$ cat config.mk
export PLATFORM = sky130hd
export DESIGN_NAME = pem_ctrl
export DESIGN_NICKNAME = d
export VERILOG_FILES = /design/src/hdl/pem_pkg.sv /design/src/hdl/pem_ctrl.sv
export SDC_FILE = /design/constraint.sdc
export NUM_CORES = 1
export LEC_CHECK = 0
export BUFFER_PORTS_ARGS = -buffer_cell sky130_fd_sc_hd__buf_2
export CAP_MARGIN = 5
export CORE_UTILIZATION = 25
export CTS_CLUSTER_SIZE = 10
export DETAILED_ROUTE_END_ITERATION = 10
export GPL_ROUTABILITY_DRIVEN = 0
export MAX_ROUTING_LAYER = met4
export PLACE_DENSITY_LB_ADDON = 0.15
export SYNTH_ARGS = -nofsm -noshare
export SYNTH_HDL_FRONTEND = slang
export SYNTH_SLANG_ARGS = --single-unit
$ cat constraint.sdc
create_clock -name clock -period 3.8 [get_ports clock]
set_input_delay 0.19 -clock clock [delete_from_list [all_inputs] [get_ports clock]]
set_output_delay 0.19 -clock clock [all_outputs]
set_load 0.01 [all_outputs]
$ cat src/hdl/pem_pkg.sv
`default_nettype none
// ----------------------------------------------------------------------------
// pem_pkg
// Shared types and constants of the periodic event merger.
// ----------------------------------------------------------------------------
package pem_pkg;

   localparam int PER_W           = 16;
   localparam int TIME_W          = 32;
   localparam int OUT_IDX_W       = 10;
   localparam int MAX_SOURCES_DEF = 1024;

   typedef enum logic [1:0] {
      OP_CLEAR = 2'd0,
      OP_LOAD  = 2'd1,
      OP_POP   = 2'd2,
      OP_NOP   = 2'd3
   } op_type;

   typedef struct packed {
      logic [1:0]       opcode;
      logic [PER_W-1:0] period;
   } req_type;

   typedef struct packed {
      logic [TIME_W-1:0]    event_time;
      logic [OUT_IDX_W-1:0] source_index;
      logic                 overflow;
      logic                 empty_res;
   } rsp_type;

   // write side of the source table
   typedef struct packed {
      logic              due_we;
      logic              per_we;
      logic [TIME_W-1:0] due;
      logic [PER_W-1:0]  per;
   } pem_wr_type;

endpackage

`default_nettype wire

$ cat src/hdl/pem_ctrl.sv
`default_nettype none
// ----------------------------------------------------------------------------
// pem_ctrl
// Sequencer: decodes items, walks the table with one compare unit to find the
// earliest due time, then advances the winner by its period.
// ----------------------------------------------------------------------------
module pem_ctrl
   import pem_pkg::*;
#(
   parameter int MAX_SOURCES = MAX_SOURCES_DEF,
   localparam int IDX_W = $clog2(MAX_SOURCES),
   localparam int CNT_W = $clog2(MAX_SOURCES + 1)
) (
   input  wire logic              clock,
   input  wire logic              reset,
   input  wire logic              req_valid,
   output logic                   req_ready,
   input  wire req_type           req_data,
   output logic                   res_valid,
   input  wire logic              res_take,
   output rsp_type                res_data,
   output pem_wr_type             mem_wr,
   output logic      [IDX_W-1:0]  mem_waddr,
   output logic      [IDX_W-1:0]  mem_raddr,
   input  wire logic [TIME_W-1:0] rd_due,
   input  wire logic [PER_W-1:0]  rd_per
);

   typedef enum logic [3:0] {
      ST_IDLE   = 4'b0001,
      ST_SCAN   = 4'b0010,
      ST_UPDATE = 4'b0100,
      ST_EMIT   = 4'b1000
   } state_type;

   state_type         state_ff, state_in;
   logic [CNT_W-1:0]  count_ff, count_in;
   logic [CNT_W-1:0]  rd_idx_ff, rd_idx_in;
   logic              cmp_valid_ff, cmp_valid_in;
   logic [IDX_W-1:0]  cmp_idx_ff, cmp_idx_in;
   logic [TIME_W-1:0] best_due_ff, best_due_in;
   logic [PER_W-1:0]  best_per_ff, best_per_in;
   logic [IDX_W-1:0]  best_idx_ff, best_idx_in;
   rsp_type           res_ff, res_in;

   logic              accept;
   logic              full;
   logic              issue;
   logic              take_new;
   logic [TIME_W:0]   sum;
   logic              sum_ovf;

   assign req_ready = (state_ff == ST_IDLE);
   assign accept    = req_valid && req_ready;
   assign full      = (count_ff == CNT_W'(MAX_SOURCES));
   assign issue     = (rd_idx_ff != count_ff);
   // first entry seeds the minimum; strict compare keeps the lower index on ties
   assign take_new  = cmp_valid_ff && ((cmp_idx_ff == '0) || (rd_due < best_due_ff));
   assign sum       = {1'b0, best_due_ff} + {{(TIME_W + 1 - PER_W){1'b0}}, best_per_ff};
   assign sum_ovf   = sum[TIME_W];

   assign mem_raddr = rd_idx_ff[IDX_W-1:0];
   assign res_valid = (state_ff == ST_EMIT);
   assign res_data  = res_ff;

   always_comb begin
      state_in     = state_ff;
      count_in     = count_ff;
      rd_idx_in    = rd_idx_ff;
      cmp_valid_in = 1'b0;
      cmp_idx_in   = cmp_idx_ff;
      best_due_in  = best_due_ff;
      best_per_in  = best_per_ff;
      best_idx_in  = best_idx_ff;
      res_in       = res_ff;
      mem_wr       = '0;
      mem_waddr    = count_ff[IDX_W-1:0];

      case (state_ff)
         ST_IDLE: begin
            if (accept) begin
               case (req_data.opcode)
                  OP_CLEAR: begin
                     count_in = '0;
                  end
                  OP_LOAD: begin
                     if (full) begin
                        res_in   = '0;
                        res_in.overflow = 1'b1;
                        state_in = ST_EMIT;
                     end else begin
                        mem_wr.due_we = 1'b1;
                        mem_wr.per_we = 1'b1;
                        mem_wr.due    = TIME_W'(req_data.period);
                        mem_wr.per    = req_data.period;
                        count_in      = count_ff + 1'b1;
                     end
                  end
                  OP_POP: begin
                     if (count_ff == '0) begin
                        res_in   = '0;
                        res_in.empty_res = 1'b1;
                        state_in = ST_EMIT;
                     end else begin
                        rd_idx_in = '0;
                        state_in  = ST_SCAN;
                     end
                  end
                  default: begin
                  end
               endcase
            end
         end
         ST_SCAN: begin
            if (issue) begin
               cmp_valid_in = 1'b1;
               cmp_idx_in   = rd_idx_ff[IDX_W-1:0];
               rd_idx_in    = rd_idx_ff + 1'b1;
            end else begin
               // last compare lands this cycle
               state_in = ST_UPDATE;
            end
            if (take_new) begin
               best_due_in = rd_due;
               best_per_in = rd_per;
               best_idx_in = cmp_idx_ff;
            end
         end
         ST_UPDATE: begin
            mem_wr.due_we = 1'b1;
            mem_wr.due    = sum_ovf ? '1 : sum[TIME_W-1:0];
            mem_waddr     = best_idx_ff;
            res_in.event_time   = best_due_ff;
            res_in.source_index = OUT_IDX_W'(best_idx_ff);
            res_in.overflow     = sum_ovf;
            res_in.empty_res    = 1'b0;
            state_in = ST_EMIT;
         end
         ST_EMIT: begin
            if (res_take) begin
               state_in = ST_IDLE;
            end
         end
         default: begin
            state_in = ST_IDLE;
         end
      endcase
   end

   always_ff @(posedge clock) begin
      if (reset) begin
         state_ff     <= ST_IDLE;
         count_ff     <= '0;
         rd_idx_ff    <= '0;
         cmp_valid_ff <= 1'b0;
      end else begin
         state_ff     <= state_in;
         count_ff     <= count_in;
         rd_idx_ff    <= rd_idx_in;
         cmp_valid_ff <= cmp_valid_in;
      end
      cmp_idx_ff  <= cmp_idx_in;
      best_due_ff <= best_due_in;
      best_per_ff <= best_per_in;
      best_idx_ff <= best_idx_in;
      res_ff      <= res_in;
   end

endmodule

`default_nettype wire

==> results.json <==
{
  "cp-end-kind": "output pin",
  "power_mw": 3.60,
  "grt_usage": 0.164,
  "final_cells": 1380,
  "crit_path_start_kind": "flop",
  "ys_seq_elements": 139,
  "grt_pass1_vias": 6423,
  "synth_nets": 866,
  "dp_hpwl_mm": 17.9,
  "start_util": 0.255,
  "layout_min_cycle_time_ns": 3.60,
  "finalCritPeriodShare": 0.948,
  "synth_area_um2": 7830,
  "area_growth_pct": 31.2,
  "synth_edf_count": 112,
  "design_area_um2": 10300,
  "fillers": 3197,
  "hold_ws_ns": 0.0668,
  "crit_buf_inv": 2,
  "yosysTopAreaCell": "edfxtp_1",
  "critPathMaxFanout": 11,
  "slowest_stage": "fa_1",
  "pre_cts_slack_ns": 0.605,
  "utilization": 0.335,
  "timing.fmax_mhz": 278,
  "status": "completed",
  "slew_viol_final": 0,
  "rsz0062_at_grt": "false",
  "grt_max_degree": 34,
  "drtAntennaViolNets": 0,
  "arrival_ns": 3.41,
  "fin_nets": 1091,
  "path_cells": "ha_1, fa_1, a211o_1, a211o_2, a211oi_4, buf_4, nor2_4, nand3_1, a311oi_1, buf_2",
  "slew_headroom": 0.340,
  "ys_async_sr_fraction": 0,
  "required_ns": 3.61,
  "routed_wirelength_mm": 24.6,
  "drv_cap": 0,
  "final.setup.worst_slack_ns": 0.198,
  "hold_viol_final": 0,
  "die_area_um2": 32000,
  "power_density_nw_per_um2": 351,
  "syn_area_per_cell_um2": 10.5,
  "vias": 6515,
  "die_h_um": 179,
  "viasPerCell": 4.72,
  "clk_pin_slew_ns": 0.07,
  "synthCells": 745,
  "synth_most_common_cell": "edfxtp_1",
  "cts_root_buf": "clkbuf_16",
  "cts_sinks": 139,
  "cp_top_family": "compound AO/OA/AOI/OAI gates",
  "path_class": "flop to output pin",
  "cellLeakagePower_nw": 4.50,
  "core_um2": 30700,
  "synth_top_area_share": 0.430,
  "synth_ff_type": "edfxtp_1",
  "setup_viol": 0,
  "synth_area_leaders": "edfxtp_1 (43%), ha_1 (8.0%), dfxtp_1 (6.9%)",
  "first_pass_iters": 5,
  "slowest_delay_ns": 0.44,
  "grt_overflow_total": 0,
  "setup-tns-final_ns": 0,
  "dpl-instance-area_um2": 9150,
  "grt_antenna_before_repair": 1,
  "grt_pass1_wl_mm": 37.9,
  "clockBufferDepth": 2,
  "htree_num_levels": 4,
  "routedWlPerCell_um": 17.8,
  "yosysSeqAreaShare": 0.499,
  "numPortBuffers": 185,
  "row_count": 64,
  "tightest_slew_ns": 0.989,
  "ys_top_cells_by_count": "edfxtp_1 (112), nor2_1 (71), ha_1 (50)",
  "die_w_um": 179,
  "min_path_type": "primary input to flop",
  "cts_tree": "built",
  "insertion_delay_ns": 0.43,
  "yosys_warnings": 0,
  "drtIter0Drc": 328,
  "io_pins": 186,
  "placed_cells": 1298,
  "ir_drop_v": 0.000228,
  "synth_cell_types": 74,
  "layout-drive-gt1-share": 0.261,
  "cts_buffers": 17,
  "drc": 0,
  "fin_skew_ns": 0.0182
}
cell type report:
type | instances | area (µm²) | share of cell area
antenna | 1 | 2.50 | 0.000244
clock buffer | 19 | 475 | 0.0463
clock inverter | 13 | 138 | 0.0134
inverter | 40 | 150 | 0.0146
multi-input combinational | 523 | 3580 | 0.348
sequential | 139 | 3900 | 0.380
tap | 396 | 495 | 0.0482
timing repair buffer | 249 | 1530 | 0.149
tightest hold or removal path: stages:
cell	delay [ns]
buf_2	0.10
inv_1	0.04
a21oi_1	0.05
nor2_1	0.07
registers in the layout (all words and copies together) (netlist names):
name,flops
cmp_valid_ff,1
cmp_idx_ff,10
best_idx_ff,10
res_data,44
state_ff,4
best_due_ff,32
best_per_ff,16
rd_idx_ff,11
count_ff,11
where the power goes:
| group | switching, mW | total, mW | internal (mW) |
|---|---|---|---|
| clock | 0.787 | 1.74 | 0.956 |
| combinational | 0.100 | 0.203 | 0.103 |
| sequential | 0.00748 | 1.66 | 1.65 |
per-layer routing:
layer | up-vias | GRT usage | wire [µm] | share of wire
li1 | 3225 | - | - | -
met1 | 3120 | 0.215 | 11700 | 0.48
met2 | 156 | 0.259 | 11500 | 0.47
met3 | 14 | 0.0316 | 1050 | 0.043
met4 | 0 | 0.0385 | 286 | 0.012
met5 | - | - | 0 | 0
final timing paths:
kind                                     start             end  slack, ns  depth (start not counted)
worst max register to register  best_due_ff[0]     res_data[1]       0.74                          9
worst min-delay path                  res_take     state_ff[3]       0.07                          4
worst max-delay path            best_due_ff[0]      mem_wr[45]       0.20                         10
worst min register to register   cmp_idx_ff[5]  best_idx_ff[5]       0.45                          0
layout by cell type, fill, tap and decap left out, types with 3 or more instances in the layout:
cell           Yosys  final
o21ai_0           34     33
inv_1             40     40
dfxtp_1           27     27
xor2_1            16     16
buf_4             10     16
xnor2_1           14     14
dlygate4sd3_1      0     48
nand2b_1          18     18
clkbuf_16          0     19
nand3_1           17     17
a311oi_1           3      3
nor2_1            71     71
a31oi_1           12     11
or4_1              6      5
inv_6              0      5
edfxtp_1         112    112
nand2_1           29     29
o31ai_1            4      4
buf_2              5    185
mux2i_1            3      3
o211a_1            3      3
o21a_1             5      5
nor4_1             7      6
a21o_1            27     26
inv_8              0      4
a21oi_1           44     44
ha_1              50     50
nor3_1            29     29
nor2b_1            7      7
and2_1            12     12
nand4_1           23     23
and4_1             3      3
and3_1            23     23
or3_1             12     12
kinds of logic (layout without fill, tap and decap cells):
kind of cell / count (synthesis) / after routing / share of synthesized area
simple gates: 274 / 274 / 0.192
compound gates: 165 / 165 / 0.141
flops: 139 / 139 / 0.499
buf+inv: 83 / 321 / 0.0478
fa+ha+maj: 51 / 51 / 0.0825
xor+xnor: 30 / 30 / 0.0336
mux: 3 / 3 / 0.00384
other cells: 0 / 1 / 0
what timing repair did:
action	in CTS	in global routing
endpoints found under the setup margin	0	10
resized for setup	0	4
hold buffers	48	0
hold endpoints to repair	48	0
setup buffers	0	1
Power figures use the tool's default switching activity.
